$ cat src/hdl/blg_pkg.sv
// ----------------------------------------------------------------------------
// blg_pkg
// Shared types and constants of the Bresenham line generator.
// ----------------------------------------------------------------------------
package blg_pkg;

    localparam int COORD_BITS    = 16;
    localparam int FOLD_BITS     = COORD_BITS + 1;
    localparam int DEC_BITS      = COORD_BITS + 4;
    localparam int DIM_BITS      = 15;
    localparam int CMP_BITS      = (FOLD_BITS > DIM_BITS) ? FOLD_BITS : DIM_BITS;
    localparam int QUEUE_DEPTH   = 2;
    localparam int APB_ADDR_BITS = 3;
    localparam int APB_DATA_BITS = 32;

    localparam logic [DIM_BITS-1:0] WIDTH_RESET  = DIM_BITS'(1024);
    localparam logic [DIM_BITS-1:0] HEIGHT_RESET = DIM_BITS'(768);

    localparam logic REG_WIDTH  = 1'b0;
    localparam logic REG_HEIGHT = 1'b1;

    typedef enum logic {
        OP_START = 1'b0,
        OP_STEP  = 1'b1
    } t_opcode;

    typedef struct packed {
        t_opcode                       opcode;
        logic signed [COORD_BITS-1:0]  start_x;
        logic signed [COORD_BITS-1:0]  start_y;
        logic signed [COORD_BITS-1:0]  end_x;
        logic signed [COORD_BITS-1:0]  end_y;
    } t_in_item;

    typedef struct packed {
        logic signed [COORD_BITS-1:0]  pixel_x;
        logic signed [COORD_BITS-1:0]  pixel_y;
        logic                          pixel_valid;
        logic                          in_bounds;
        logic                          last_pixel;
    } t_out_item;

    typedef struct packed {
        t_opcode                       opcode;
        logic signed [FOLD_BITS-1:0]   major_pos;
        logic signed [FOLD_BITS-1:0]   minor_pos;
        logic signed [FOLD_BITS-1:0]   major_end;
        logic        [FOLD_BITS-1:0]   span_major;
        logic        [FOLD_BITS-1:0]   span_minor;
        logic                          swapped;
        logic                          neg_x;
        logic                          neg_y;
    } t_cmd;

endpackage

$ cat src/hdl/blg_front.sv
// ----------------------------------------------------------------------------
// blg_front
// Classify an incoming item's octant and fold the item into the first octant.
// ----------------------------------------------------------------------------
module blg_front
    import blg_pkg::*;
(
    input  t_in_item i_item,
    output t_cmd     o_cmd
);

    logic signed [FOLD_BITS-1:0] ax, ay, bx, by;
    logic signed [FOLD_BITS-1:0] dxr, dyr;
    logic        [FOLD_BITS-1:0] adx, ady;
    logic signed [FOLD_BITS-1:0] fax, fay, fbx, fby;
    logic                        neg_x, neg_y, swapped;

    always_comb begin
        ax = {i_item.start_x[COORD_BITS-1], i_item.start_x};
        ay = {i_item.start_y[COORD_BITS-1], i_item.start_y};
        bx = {i_item.end_x[COORD_BITS-1], i_item.end_x};
        by = {i_item.end_y[COORD_BITS-1], i_item.end_y};

        dxr = bx - ax;
        dyr = by - ay;
        adx = dxr[FOLD_BITS-1] ? unsigned'(-dxr) : unsigned'(dxr);
        ady = dyr[FOLD_BITS-1] ? unsigned'(-dyr) : unsigned'(dyr);

        neg_x   = !(bx > ax);
        neg_y   = !(by > ay);
        swapped = adx < ady;

        fax = neg_x ? -ax : ax;
        fbx = neg_x ? -bx : bx;
        fay = neg_y ? -ay : ay;
        fby = neg_y ? -by : by;

        o_cmd.opcode     = i_item.opcode;
        o_cmd.major_pos  = swapped ? fay : fax;
        o_cmd.minor_pos  = swapped ? fax : fay;
        o_cmd.major_end  = swapped ? fby : fbx;
        o_cmd.span_major = swapped ? ady : adx;
        o_cmd.span_minor = swapped ? adx : ady;
        o_cmd.swapped    = swapped;
        o_cmd.neg_x      = neg_x;
        o_cmd.neg_y      = neg_y;
    end

endmodule

$ cat src/hdl/blg_queue.sv
// ----------------------------------------------------------------------------
// blg_queue
// Small command queue between the front and the back.
// ----------------------------------------------------------------------------
module blg_queue
    import blg_pkg::*;
#(
    parameter int DEPTH = QUEUE_DEPTH
)
(
    input  logic i_clk,
    input  logic i_rst_n,
    input  logic i_push,
    input  t_cmd i_data,
    output logic o_full,
    input  logic i_pop,
    output logic o_valid,
    output t_cmd o_data
);

    localparam int PTR_BITS = $clog2(DEPTH);
    localparam int CNT_BITS = $clog2(DEPTH + 1);

    t_cmd                r_mem [DEPTH];
    logic [PTR_BITS-1:0] r_wr_ptr, r_rd_ptr;
    logic [CNT_BITS-1:0] r_count;
    logic                do_push, do_pop;

    assign o_full  = (r_count == CNT_BITS'(DEPTH));
    assign o_valid = (r_count != '0);
    assign o_data  = r_mem[r_rd_ptr];
    assign do_push = i_push && !o_full;
    assign do_pop  = i_pop && o_valid;

    always_ff @(posedge i_clk) begin
        if (!i_rst_n) begin
            r_wr_ptr <= '0;
            r_rd_ptr <= '0;
            r_count  <= '0;
        end else begin
            if (do_push) begin
                r_wr_ptr <= (r_wr_ptr == PTR_BITS'(DEPTH - 1)) ? '0 : r_wr_ptr + 1'b1;
            end
            if (do_pop) begin
                r_rd_ptr <= (r_rd_ptr == PTR_BITS'(DEPTH - 1)) ? '0 : r_rd_ptr + 1'b1;
            end
            if (do_push && !do_pop) begin
                r_count <= r_count + 1'b1;
            end else if (do_pop && !do_push) begin
                r_count <= r_count - 1'b1;
            end
        end
        if (do_push) begin
            r_mem[r_wr_ptr] <= i_data;
        end
    end

endmodule

$ cat src/hdl/blg_back.sv
// ----------------------------------------------------------------------------
// blg_back
// Line state, decision update and pixel output register.
// ----------------------------------------------------------------------------
module blg_back
    import blg_pkg::*;
(
    input  logic                i_clk,
    input  logic                i_rst_n,
    input  logic [DIM_BITS-1:0] i_width,
    input  logic [DIM_BITS-1:0] i_height,
    input  logic                i_cmd_valid,
    input  t_cmd                i_cmd,
    output logic                o_cmd_pop,
    output logic                o_out_valid,
    input  logic                i_out_ready,
    output t_out_item           o_out_data
);

    logic signed [FOLD_BITS-1:0] r_major, r_minor, r_end;
    logic signed [DEC_BITS-1:0]  r_dec, r_step_s, r_step_d;
    logic                        r_swapped, r_neg_x, r_neg_y, r_active;
    logic                        r_out_valid;
    t_out_item                   r_out;

    logic                        is_start;
    logic signed [FOLD_BITS-1:0] cur_major, cur_minor, cur_end;
    logic signed [DEC_BITS-1:0]  cur_dec, cur_step_s, cur_step_d;
    logic signed [DEC_BITS-1:0]  ld_step_s, ld_step_d, ld_dec;
    logic                        cur_swapped, cur_neg_x, cur_neg_y, cur_active;
    logic signed [FOLD_BITS-1:0] fx, fy, px, py;
    logic signed [FOLD_BITS:0]   major_inc;
    logic                        last, inb;
    t_out_item                   pixel;

    assign o_cmd_pop   = i_cmd_valid && (!r_out_valid || i_out_ready);
    assign o_out_valid = r_out_valid;
    assign o_out_data  = r_out;

    always_comb begin
        is_start  = (i_cmd.opcode == OP_START);
        ld_step_s = signed'({2'b00, i_cmd.span_minor, 1'b0});
        ld_step_d = signed'({2'b00, i_cmd.span_minor, 1'b0})
                  - signed'({2'b00, i_cmd.span_major, 1'b0});
        ld_dec    = signed'({2'b00, i_cmd.span_minor, 1'b0})
                  - signed'({3'b000, i_cmd.span_major});

        cur_major   = is_start ? i_cmd.major_pos : r_major;
        cur_minor   = is_start ? i_cmd.minor_pos : r_minor;
        cur_end     = is_start ? i_cmd.major_end : r_end;
        cur_dec     = is_start ? ld_dec : r_dec;
        cur_step_s  = is_start ? ld_step_s : r_step_s;
        cur_step_d  = is_start ? ld_step_d : r_step_d;
        cur_swapped = is_start ? i_cmd.swapped : r_swapped;
        cur_neg_x   = is_start ? i_cmd.neg_x : r_neg_x;
        cur_neg_y   = is_start ? i_cmd.neg_y : r_neg_y;
        cur_active  = is_start ? (i_cmd.major_pos < i_cmd.major_end) : r_active;

        fx = cur_swapped ? cur_minor : cur_major;
        fy = cur_swapped ? cur_major : cur_minor;
        px = cur_neg_x ? -fx : fx;
        py = cur_neg_y ? -fy : fy;

        major_inc = {cur_major[FOLD_BITS-1], cur_major} + 1'b1;
        last      = major_inc >= $signed({cur_end[FOLD_BITS-1], cur_end});
        inb       = !px[FOLD_BITS-1] && !py[FOLD_BITS-1]
                  && (CMP_BITS'(unsigned'(px)) < CMP_BITS'(i_width))
                  && (CMP_BITS'(unsigned'(py)) < CMP_BITS'(i_height));

        pixel.pixel_x     = px[COORD_BITS-1:0];
        pixel.pixel_y     = py[COORD_BITS-1:0];
        pixel.pixel_valid = 1'b1;
        pixel.in_bounds   = inb;
        pixel.last_pixel  = last;
    end

    always_ff @(posedge i_clk) begin
        if (!i_rst_n) begin
            r_active    <= 1'b0;
            r_out_valid <= 1'b0;
        end else begin
            if (o_cmd_pop) begin
                r_out_valid <= 1'b1;
                r_active    <= cur_active && !last;
            end else if (i_out_ready) begin
                r_out_valid <= 1'b0;
            end
        end
        if (o_cmd_pop) begin
            r_out     <= cur_active ? pixel : '0;
            r_end     <= cur_end;
            r_step_s  <= cur_step_s;
            r_step_d  <= cur_step_d;
            r_swapped <= cur_swapped;
            r_neg_x   <= cur_neg_x;
            r_neg_y   <= cur_neg_y;
            if (cur_active) begin
                r_major <= major_inc[FOLD_BITS-1:0];
                if (cur_dec[DEC_BITS-1]) begin
                    r_minor <= cur_minor;
                    r_dec   <= cur_dec + cur_step_s;
                end else begin
                    r_minor <= cur_minor + 1'b1;
                    r_dec   <= cur_dec + cur_step_d;
                end
            end else begin
                r_major <= cur_major;
                r_minor <= cur_minor;
                r_dec   <= cur_dec;
            end
        end
    end

endmodule

$ cat src/hdl/bresenham_line_generator_top.sv
// ----------------------------------------------------------------------------
// bresenham_line_generator_top
// Bresenham line generator for all octants with image bounds flagging.
// ----------------------------------------------------------------------------
// An item is written into the command queue; the back takes it from the queue
// when its output register is free and registers the result there.
// Throughput: one item per cycle while the output is not stalled, one result
// per item; the back's decision update and pixel register set the rate.
// Reset: image size returns to 1024 x 768, no line is loaded, queue empties.
// ----------------------------------------------------------------------------
module bresenham_line_generator_top
    import blg_pkg::*;
#(
    parameter int P_QUEUE_DEPTH = QUEUE_DEPTH
)
(
    input  logic                     i_clk,
    input  logic                     i_rst_n,
    input  logic                     i_in_valid,
    output logic                     o_in_ready,
    input  t_in_item                 i_in_data,
    output logic                     o_out_valid,
    input  logic                     i_out_ready,
    output t_out_item                o_out_data,
    input  logic                     psel,
    input  logic                     penable,
    input  logic                     pwrite,
    input  logic [APB_ADDR_BITS-1:0] paddr,
    input  logic [APB_DATA_BITS-1:0] pwdata,
    output logic [APB_DATA_BITS-1:0] prdata,
    output logic                     pready
);

    logic [DIM_BITS-1:0] r_width, r_height;
    t_cmd                front_cmd, queue_cmd;
    logic                queue_full, queue_valid, queue_pop;

    assign pready     = 1'b1;
    assign o_in_ready = !queue_full;

    always_ff @(posedge i_clk) begin
        if (!i_rst_n) begin
            r_width  <= WIDTH_RESET;
            r_height <= HEIGHT_RESET;
        end else if (psel && penable && pwrite) begin
            unique case (paddr[2])
                REG_WIDTH:  r_width  <= pwdata[DIM_BITS-1:0];
                REG_HEIGHT: r_height <= pwdata[DIM_BITS-1:0];
                default:    r_width  <= r_width;
            endcase
        end
    end

    always_comb begin
        unique case (paddr[2])
            REG_WIDTH:  prdata = APB_DATA_BITS'(r_width);
            REG_HEIGHT: prdata = APB_DATA_BITS'(r_height);
            default:    prdata = '0;
        endcase
    end

    blg_front u_front (
        .i_item (i_in_data),
        .o_cmd  (front_cmd)
    );

    blg_queue #(
        .DEPTH (P_QUEUE_DEPTH)
    ) u_queue (
        .i_clk   (i_clk),
        .i_rst_n (i_rst_n),
        .i_push  (i_in_valid),
        .i_data  (front_cmd),
        .o_full  (queue_full),
        .i_pop   (queue_pop),
        .o_valid (queue_valid),
        .o_data  (queue_cmd)
    );

    blg_back u_back (
        .i_clk       (i_clk),
        .i_rst_n     (i_rst_n),
        .i_width     (r_width),
        .i_height    (r_height),
        .i_cmd_valid (queue_valid),
        .i_cmd       (queue_cmd),
        .o_cmd_pop   (queue_pop),
        .o_out_valid (o_out_valid),
        .i_out_ready (i_out_ready),
        .o_out_data  (o_out_data)
    );

endmodule
$ cat config.mk
export PLATFORM = sky130hd
export DESIGN_NAME = bresenham_line_generator_top
export DESIGN_NICKNAME = d
export VERILOG_FILES = /design/src/hdl/blg_pkg.sv /design/src/hdl/blg_front.sv /design/src/hdl/blg_queue.sv /design/src/hdl/blg_back.sv /design/src/hdl/bresenham_line_generator_top.sv
export SDC_FILE = /design/constraint.sdc
export NUM_CORES = 1
export LEC_CHECK = 0
export CAP_MARGIN = 20
export CORE_MARGIN = 2
export CORE_UTILIZATION = 30
export CTS_BUF_LIST = sky130_fd_sc_hd__clkbuf_8
export CTS_CLUSTER_SIZE = 16
export DETAILED_ROUTE_END_ITERATION = 8
export DONT_BUFFER_PORTS = 1
export PLACE_DENSITY = 0.46
export SLEW_MARGIN = 20
export SYNTH_ARGS = -nofsm -noshare
export SYNTH_HDL_FRONTEND = slang
export SYNTH_SLANG_ARGS = --single-unit
$ cat constraint.sdc
create_clock -name i_clk -period 11.7 [get_ports i_clk]
set_clock_uncertainty 0.1 [all_clocks]
set_input_delay 1.17 -clock i_clk [delete_from_list [all_inputs] [get_ports i_clk]]
set_output_delay 1.17 -clock i_clk [all_outputs]
set_load 0.02 [all_outputs]
Yosys cells after proc, flatten, opt, wreduce, memory -nomap -nowiden
Memory sizes are Yosys's and may differ from the RTL's. A register that Yosys moved wholly into a read port is not among the register bits.
Index checks and enable logic that the tools add are counted.
Operators by class
  bitwise gates (word level): 1
  equality and inequality tests: 1
  reduce and logical (&&, ||, !) cells: 26
  multiplexer cells: 42
  $add $sub $neg: 20
  $lt $le $gt $ge: 7
Operator list (count)
  17-bit two-way mux: 21
  20-bit two-way mux: 5
  16-bit negator with 17-bit output: 4
  17-bit negator: 4
  32-bit one-hot mux with 2 select lines: 1
  20-bit adder: 2
  17-bit by 15-bit less-than comparator with 1-bit output: 2
  17-bit less-than comparator: 2
  16-bit by 16-bit subtractor with 17-bit output: 2
  16-bit greater-than comparator: 2
  18-bit by 17-bit subtractor with 19-bit output: 1
  18-bit by 18-bit subtractor with 19-bit output: 1
  17-bit by 2-bit adder with 18-bit output (second input constant): 1
  18-bit by 17-bit >= comparator with 1-bit output: 1
  17-bit by 1-bit adder with 17-bit output (second input constant): 1
  1-bit two-way mux: 12
  1-bit logical AND: 11
  1-bit logical NOT: 9
  2-bit nonzero test: 3
  2-bit two-way mux: 2
  2-bit AND reduction: 2
  3-bit two-way mux: 1
  1-bit adder (second input constant): 2
  2-bit by 1-bit adder with 2-bit output (second input constant): 1
  other kinds (4): 4
Storage, ports and cells
  logic and storage cells: 119
  bits in writable memories: 178
  output and inout bits: 70
  input bits: 107
  register bits after elaboration: 185
  memories: 1
Memory list
  u_queue.r_mem: words 2, width 89, read ports 1, clocked after Yosys merged registers in 1, write ports 1, line blg_queue.sv:24  | t_cmd r_mem [DEPTH];

Logic depth before layout (Yosys ltp)
Gate-level depths: netlist (run 1).
  depth after elaboration: 9
  depth in mapped cells: 33
  gate-level depth less buffers: 24

Cells and area by module
Synthesis (run 1) repeated with hierarchy kept, for this count alone.
Second synthesis, totals
  cells, all modules: 2607
  area, all modules: 26610.5 µm²
By module, submodules not included
  blg_back: area each 12776.0 µm², seq. area each 4514.3 µm², instances 1, cells each 1349
  blg_queue: area each 6690.2 µm², seq. area each 5445.2 µm², instances 1, cells each 302
  blg_front: area each 5629.1 µm², seq. area each 0.0 µm², instances 1, cells each 799
  bresenham_line_generator_top: area each 1515.2 µm², seq. area each 600.6 µm², instances 1, cells each 157

Worst setup path before layout (run 1)
No wires, ideal clock.
  path kind: reg2reg
  start point: register (tool-made name)
  end point: register u_back.r_dec[15] (data pin)
  clock period less this slack: 7142 ps
  setup time: 260 ps
  setup slack: 4558 ps
  arrival: 6782 ps
  buffers on the path: 11
  data required time: 11340 ps
  cell stages (with the launch flop): 32
  cell sequence: dfxtp_1 buf_6 buf_12 buf_8 buf_8 buf_6 buf_4 buf_2 buf_4 buf_2 buf_4 mux2i_1 inv_1 fa_1 nor2b_1 o31a_1 o21ai_0 a211o_1 o211ai_1 nand2_1 buf_2 mux2_2 ha_1 nand3_1 o211ai_1 o41ai_1 o211ai_1 nand2b_1 a21oi_1 o21ai_0 xor2_1 mux2_2
RTL lines
  to (signal assigned): line blg_back.sv:101  | r_dec <= cur_dec + cur_step_s;
  to (signal assigned): line blg_back.sv:104  | r_dec <= cur_dec + cur_step_d;
  to (signal assigned): line blg_back.sv:109  | r_dec <= cur_dec;
  to (decl): line blg_back.sv:21  | logic signed [DEC_BITS-1:0] r_dec, r_step_s, r_step_d;

==> impl_results.md, run 1 <==
- Highest ir drop seen on vdd: 0.205 mV
- Worst-case clock buffer depth: 3
- Fraction of the yosys area taken by sequential cells: 40.1%
- Min Tclk post-route: 7.28 ns
- Placement row count: 108
- Total of cells resized after clock tree synthesis: 0
- Antenna violations before repair: 1
- Library cell with the highest instance count after synthesis: sky130_fd_sc_hd__edfxtp_1
- Combined area of all synthesized cells: 26400 µm²
- # DRC: 0
- Post-synthesis instance total: 2650
- Vertical die dimension: 300 µm
- Port Buf Inserts: 0
- Worst-case headroom to the max-slew limit: 26.0%
- Vias per inst: 5.07
- Start point of the worst hold path: r_width[8]$_SDFFE_PN0P_
- Root Driver: sky130_fd_sc_hd__clkbuf_8
- Number of global-route vias before repair: 19400
- Synth top area cells: sky130_fd_sc_hd__edfxtp_1, sky130_fd_sc_hd__mux2i_1, sky130_fd_sc_hd__ha_1
- Final slew viol count: 0
- Fill cell instance count of the final layout: 8905
- Number of synthesized flops with an enable pin: 327
- Total of max-cap violations: 0
- Die outline width: 300 µm
- Highest net fanout along the worst path: 34
- Initial standard-cell utilization of the core: 30.3%
- Transition time of the tightest slew-check pin: 1.08 ns
- Number of warnings printed during yosys synthesis: 0
- Post-Synthesis Mean Instance Area: 9.95 µm²
- Total clock buffers created by CTS: 69
- Top flip-flop cell by instance count after synthesis: sky130_fd_sc_hd__edfxtp_1
- Endpoints failing setup: 0
- Startpoint-to-endpoint class of the critical path: reg -> reg
- Startpoint class of the critical path: flip-flop
- Reported net switching power: 4.80 mW
- Remaining global-route overflow: 0
- Vias after detailed routing: 19500
- Largest net degree at the start of global routing: 87
- First-iteration detailed-routing DRC count: 1142
- Reported leakage power: 11.2 nW
- Signal arrival time at the worst endpoint: 7.55 ns
- Setup slack on the worst flop-to-flop path: 4.42 ns
- Area added between synthesis and finish: 8.81%
- CTS tree: built
- Hold violation count in the final report: 0
- Wire length of the first global-routing pass: 116000 µm
- Register share of total power: 24.8%
- Hold-critical path depth: 2
- Share of layout cells above drive strength 1: 8.37%
- Clock network fraction of design power: 11.6%
- Part of the cycle the worst path needs: 62.2%
- Most common library cells after synthesis: sky130_fd_sc_hd__edfxtp_1, sky130_fd_sc_hd__nand2_1, sky130_fd_sc_hd__mux2i_1, sky130_fd_sc_hd__nor2_1, sky130_fd_sc_hd__ha_1
- Number of primary I/O pins: 177
- Result of the run: finished clean
- Sinks on the clock net: 364
- Post-DP HPWL: 57100 µm
- Postcts setup bufs: 0
- Hold Slack: 0.359 ns
- Internal power of the cells: 5.57 mW
- Fmax: 0.137 GHz
- Per-cell routed wire length: 19.8 µm
- Proportion of register bits with asynchronous set or reset after synthesis: 0%
- Drt total wl: 76000 µm
- Switching Fraction: 46.3%
- Post-cts hold buffer count: 0
- Clock latency reported for the late side of the worst-skew pair: 0.65 ns
- Antenna Violating Nets Remaining: 0
- Unrepaired setup endpoints after global routing: false
- Count of H-tree levels built during CTS: 3
- Die Outline Area: 90300 µm²
- Critical R2R Capture: u_back.r_dec[15]$_DFFE_PP_
- Critical Path End Type: flip-flop
- Number of distinct library cells after synthesis: 98
- #FFs+latches synth: 364
- Summed negative setup slack over all endpoints: 0 ns
- Reg2Reg Depth: 21
- Library cell occupying the most area in the post-synthesis netlist: sky130_fd_sc_hd__edfxtp_1
- Share of the synthesized area in the top cell type: 37.2%
- Hold worst-path end: r_width[8]$_SDFFE_PN0P_
- Floorplan Core Area: 86900 µm²
- Combinational share of power: 63.6%
- Areal power density over the cells: 361 nW/µm²
- Final layout net count: 2921
- Min-Delay Path Class: reg -> reg
- Overall routing resource usage: 16.6%
- Clock Pin Slew Worst Setup and Hold Paths: 0.06 ns
- First-pass DRT Iterations: 5
- RePlAce Congestion: 0.884
- CP required: 11.97 ns
-- critical path, cell delays in order, from the launching register on --
cell                       delay (ns)
sky130_fd_sc_hd__dfxtp_4         0.71
sky130_fd_sc_hd__mux2i_1         0.52
sky130_fd_sc_hd__inv_1           0.15
sky130_fd_sc_hd__fa_1            0.43
sky130_fd_sc_hd__nor2b_1         0.17
sky130_fd_sc_hd__o31a_1          0.20
sky130_fd_sc_hd__o21ai_0         0.28
sky130_fd_sc_hd__a211o_1         0.39
sky130_fd_sc_hd__o211ai_1        0.61
sky130_fd_sc_hd__nand2_1         0.16
sky130_fd_sc_hd__buf_4           0.30
sky130_fd_sc_hd__mux2_2          0.34
sky130_fd_sc_hd__ha_1            0.30
sky130_fd_sc_hd__a21oi_1         0.20
sky130_fd_sc_hd__o211ai_1        0.17
sky130_fd_sc_hd__o41ai_1         0.67
sky130_fd_sc_hd__o211ai_1        0.27
sky130_fd_sc_hd__nand2b_1        0.21
sky130_fd_sc_hd__a21oi_1         0.21
sky130_fd_sc_hd__o21ai_0         0.14
sky130_fd_sc_hd__xor2_1          0.15
sky130_fd_sc_hd__mux2_2          0.26
-- final cells by class --
| class | instances | area (µm²) | share of cell area [%] |
|---|---|---|---|
| timing repair buffer | 19 | 155 | 0.541 |
| antenna | 2 | 5.00 | 0.0174 |
| inverter | 146 | 553 | 1.93 |
| clock buffer | 72 | 991 | 3.45 |
| tap | 1155 | 1450 | 5.04 |
| clock inverter | 50 | 292 | 1.02 |
| multi-input combinational | 2036 | 14700 | 51.2 |
| sequential | 364 | 10600 | 36.8 |
-- through the flow --
step / cells / instance area [µm²] / worst slack (ns) / total power [mW] / util, %
floorplan: 2666 / 26400 / 4.56 / 7.59 / -
global placement: 3720 / 27400 / 4.16 / 9.06 / 31.5
detailed placement: 3720 / 27400 / 4.02 / 9.20 / 31.5
CTS: 3842 / 28700 / 4.39 / 10.5 / 33.0
global route: 3843 / 28700 / 3.76 / 11.3 / 33.0
finish: 3844 / 28700 / 4.42 / 10.4 / 33.0
-- placed cells by master, fill, tap and decap left out, types with 46 or more instances in the layout --
master / netlist / routed
sky130_fd_sc_hd__edfxtp_1: 327 / 327
sky130_fd_sc_hd__nand2_1: 277 / 277
sky130_fd_sc_hd__mux2i_1: 219 / 219
sky130_fd_sc_hd__nor2_1: 189 / 186
sky130_fd_sc_hd__ha_1: 173 / 173
sky130_fd_sc_hd__inv_1: 142 / 167
sky130_fd_sc_hd__xnor2_1: 152 / 152
sky130_fd_sc_hd__a21oi_1: 142 / 141
sky130_fd_sc_hd__o21ai_0: 117 / 117
sky130_fd_sc_hd__clkbuf_8: 1 / 72
sky130_fd_sc_hd__mux2_2: 69 / 68
sky130_fd_sc_hd__xor2_1: 65 / 65
sky130_fd_sc_hd__nor3_1: 63 / 63
sky130_fd_sc_hd__a21o_1: 51 / 51
sky130_fd_sc_hd__and2_1: 46 / 46
-- routing by layer --
layer	track usage (%)	wire (µm)	vias to the layer above
met4	4.69	1540	0
met1	22.5	36100	9372
met2	25.8	32900	432
met5	0	0	-
li1	-	-	9587
met3	4.55	5430	88
-- state kept, by name, indices dropped and copies added (netlist names), named ones only --
name / flops
u_queue.r_mem: 178
u_back.r_swapped: 1
u_back.r_step_d: 20
u_back.r_step_s: 20
u_back.o_out_valid: 1
u_queue.r_rd_ptr: 1
r_width: 15
u_queue.r_wr_ptr: 1
u_back.r_neg_y: 1
u_back.r_dec: 20
u_queue.r_count: 2
u_back.r_end: 17
u_back.r_minor: 17
r_height: 15
u_back.o_out_data: 35
u_back.r_major: 17
u_back.r_active: 1
u_back.r_neg_x: 1
-- worst max path at each step --
stage / startpoint / end / slack [ns] / depth (start not counted)
floorplan: flip-flop / u_back.r_dec[15]$_DFFE_PP_ / 4.56 / 31
global placement: i_in_data[16] / u_queue.r_mem[0][63]$_DFFE_PP_ / 4.16 / 20
detailed placement: i_in_data[16] / u_queue.r_mem[1][65]$_DFFE_PP_ / 4.02 / 20
CTS: flip-flop / u_back.r_dec[15]$_DFFE_PP_ / 4.39 / 21
global route: flip-flop / u_back.r_dec[18]$_DFFE_PP_ / 3.76 / 23
finish: flip-flop / u_back.r_dec[15]$_DFFE_PP_ / 4.42 / 21
-- power by group through the flow --
stage / combinational, mW / sequential [mW] / clock (mW)
2_1_floorplan: 5.03 / 2.55 / 0
3_3_place_gp: 6.48 / 2.58 / 0
3_5_place_dp: 6.60 / 2.60 / 0
4_1_cts: 6.64 / 2.57 / 1.25
5_1_grt: 7.40 / 2.62 / 1.31
6_report: 6.59 / 2.57 / 1.21
-- logic make-up after synthesis --
family,after synthesis,synth area share [%]
AO/OA/AOI/OAI,546,13.6
XOR/XNOR,217,7.21
adder cells (fa/ha/maj),178,8.59
buffers and inverters,266,4.67
flip-flops,364,40.1
multiplexers,297,11.8
other,2,0.0285
AND/OR/NAND/NOR,780,14.1
No activity file was read; power rests on OpenSTA's default activity.
==> inputs of run 2 (changes only) <==
- clock period: 11.7 -> 7 ns (I/O delays scaled with it)
==> run 2 against run 1 <==
Against the previous run:
- first-iteration DRC count is 15% higher
- utilization is 0.36 points higher
- cell count is 0.55% higher
- die area stayed put
- clock power is 76% higher
- largest power group unchanged
==> impl_results.md, run 2 (synthesis gave the netlist of run 1 again) <==
- Clock Pin Slew Worst Setup and Hold Paths: 0.06 ns (about the same)
- Antenna Violating Nets Remaining: 0 (unchanged)
- Number of flip-flops in the largest register: 178 (unchanged)
- Critical Path End Type: flip-flop
- Met1 usage: 23.2% (+0.69 points)
- Initial standard-cell utilization of the core: 30.3% (unchanged)
- Register with the highest flop count: u_queue.r_mem
- Placement row count: 108 (unchanged)
- Floorplan Core Area: 86900 µm² (unchanged)
- Count of H-tree levels built during CTS: 3 (unchanged)
- Wire length of the first global-routing pass: 117000 µm (+0.93%)
- PnR Total Power: 17.5 mW (+69%)
- Transition time of the tightest slew-check pin: 0.983 ns (-0.0961 ns)
- Summed negative setup slack over all endpoints: 0 ns (unchanged)
- Areal power density over the cells: 605 nW/µm² (+68%)
- Share of layout cells above drive strength 1: 9.45% (+1.1 points)
- Port Buf Inserts: 0 (unchanged)
- CP required: 7.26 ns (-4.71 ns)
- Commonest non-fill, non-tap cells in the layout: sky130_fd_sc_hd__edfxtp_1, sky130_fd_sc_hd__nand2_1, sky130_fd_sc_hd__mux2i_1
- Startpoint class of the critical path: flip-flop
- Total clock buffers created by CTS: 72 (+4.3%)
- Startpoint-to-endpoint class of the critical path: reg -> reg
- RePlAce Congestion: 0.887 (+0.33%)
- Total of max-cap violations: 0 (unchanged)
- Root Driver: sky130_fd_sc_hd__clkbuf_8
- Sinks on the clock net: 364 (unchanged)
- Endpoints failing setup: 0 (unchanged)
- Part of the cycle the worst path needs: 88.6% (+26 points)
- Vias per inst: 5.10 (+0.66%)
- First-iteration detailed-routing DRC count: 1317 (+15%)
- Number of primary I/O pins: 177 (unchanged)
- Final slew viol count: 0 (unchanged)
- Met3 demand-to-capacity share in global routing: 4.18% (-0.36 points)
- Signal arrival time at the worst endpoint: 6.46 ns (-1.09 ns)
- Number of global-route vias before repair: 19300 (-0.33%)
- Worst-case clock buffer depth: 3 (unchanged)
- Worst-case headroom to the max-slew limit: 32.6% (+6.6 points)
- Result of the run: finished clean
- Final layout net count: 2938 (+0.58%)
- Per-cell routed wire length: 20.0 µm (+1.1%)
- Die outline width: 300 µm (unchanged)
- Post-DP HPWL: 58600 µm (+2.6%)
- Die Outline Area: 90300 µm² (unchanged)
- Remaining global-route overflow: 0 (unchanged)
- CTS tree: built
- Antenna violations before repair: 2 (+1)
- Min-Delay Path Class: in -> reg
- First-pass DRT Iterations: 6 (+1)
- Clock latency reported for the late side of the worst-skew pair: 0.67 ns (+0.02 ns)
- Met2 track demand over resource: 25.9% (+0.071 points)
- Vertical die dimension: 300 µm (unchanged)
- Setup slack on the worst flop-to-flop path: 0.80 ns (-3.62 ns)
- Layout Cells excl Fill: 3865 (+0.55%)
- Hold Slack: 0.0725 ns (-0.287 ns)
- Unrepaired setup endpoints after global routing: false
- Area added between synthesis and finish: 9.99%
- Fmax: 0.161 GHz (+17%)
- Reported leakage power: 11.3 nW (+1.2%)
- Vias after detailed routing: 19700 (+1.2%)
- Highest ir drop seen on vdd: 0.398 mV (+94%)
- Min Tclk post-route: 6.20 ns (-1.08 ns)
- Overall routing resource usage: 16.9% (+0.28 points)
- Hold violation count in the final report: 0 (unchanged)
- Highest net fanout along the worst path: 19 (-44%)
- Most used routing layer in global routing: met2
- Drt total wl: 77300 µm (+1.7%)
- Most common cell after layout, fill and taps aside: sky130_fd_sc_hd__edfxtp_1
- Post-DP Area: 27600 µm² (+0.58%)
- Largest net degree at the start of global routing: 80 (-8.0%)
- # DRC: 0 (unchanged)
- Area of all placed cells without fillers: 29000 µm² (+1.1%)
- Placed insts: 3733 (+0.35%)
-- run 2: final cells by class --
cell class / count / area (µm²)
Antenna cell: 2 / 5.00
Clock buffer: 78 / 1070
Clock inverter: 51 / 342
Fill cell: 8878 / 57900
Inverter: 146 / 553
Multi-Input combinational cell: 2036 / 14700
Sequential cell: 364 / 10600
Tap cell: 1155 / 1450
Timing Repair Buffer: 33 / 317
-- run 2: layer usage --
metal  vias to the layer above  share of wire [%]
met5                         -                  0
met4                         0                2.5
met3                       106                7.2
met2                       508                 44
met1                      9472                 47
li1                       9629                  -
-- run 2: path summary, 6_finish.rpt --
| path | start | end | depth (start not counted) |
|---|---|---|---|
| max | flip-flop | u_back.r_dec[18]$_DFFE_PP_ | 24 |
| min | i_in_data[64] | u_queue.r_mem[1][88]$_DFFE_PP_ | 0 |
| min reg2reg | r_width[3]$_SDFFE_PN0P_ | r_width[3]$_SDFFE_PN0P_ | 2 |
| max reg2reg | flip-flop | u_back.r_dec[18]$_DFFE_PP_ | 24 |
-- run 2: power by group --
group | internal, mW | switching, mW | total, mW
Combinational | 4.48 | 6.68 | 11.2
Clock | 1.15 | 0.982 | 2.13
Sequential | 3.85 | 0.410 | 4.26
Total | 9.48 | 8.07 | 17.5
-- run 2: repair_timing --
action	4_1_cts	5_1_grt
hold buffers	1	0
setup endpoints to repair	0	0
resized for setup	0	0
setup buffers	0	0
endpoints found under the hold margin	3	0
-- run 2: stage by stage --
stage | utilization (%) | setup slack [ns]
floorplan | - | 0.0361
global placement | 31.7 | 0.673
detailed placement | 31.7 | 0.576
CTS | 33.4 | 0.788
global route | 33.4 | 0.305
finish | 33.4 | 0.801
-- run 2: critical path, cell delays in order (launching register included) --
cell and delay, ns:
sky130_fd_sc_hd__dfxtp_4 0.54, sky130_fd_sc_hd__mux2i_2 0.37, sky130_fd_sc_hd__inv_1 0.10, sky130_fd_sc_hd__fa_1 0.44, sky130_fd_sc_hd__nor2b_1 0.20, sky130_fd_sc_hd__o31a_1 0.20
sky130_fd_sc_hd__o21ai_0 0.12, sky130_fd_sc_hd__buf_4 0.17, sky130_fd_sc_hd__a211o_1 0.30, sky130_fd_sc_hd__o211ai_1 0.27, sky130_fd_sc_hd__nand2_1 0.18, sky130_fd_sc_hd__buf_12 0.20
sky130_fd_sc_hd__mux2_2 0.23, sky130_fd_sc_hd__ha_1 0.16, sky130_fd_sc_hd__inv_1 0.05, sky130_fd_sc_hd__fa_1 0.40, sky130_fd_sc_hd__nor2b_1 0.12, sky130_fd_sc_hd__o21ai_0 0.10
sky130_fd_sc_hd__a21boi_0 0.35, sky130_fd_sc_hd__o211ai_1 0.18, sky130_fd_sc_hd__a21oi_1 0.39, sky130_fd_sc_hd__o21ai_0 0.21, sky130_fd_sc_hd__and3_1 0.18, sky130_fd_sc_hd__nor4_1 0.26
sky130_fd_sc_hd__a31oi_1 0.07
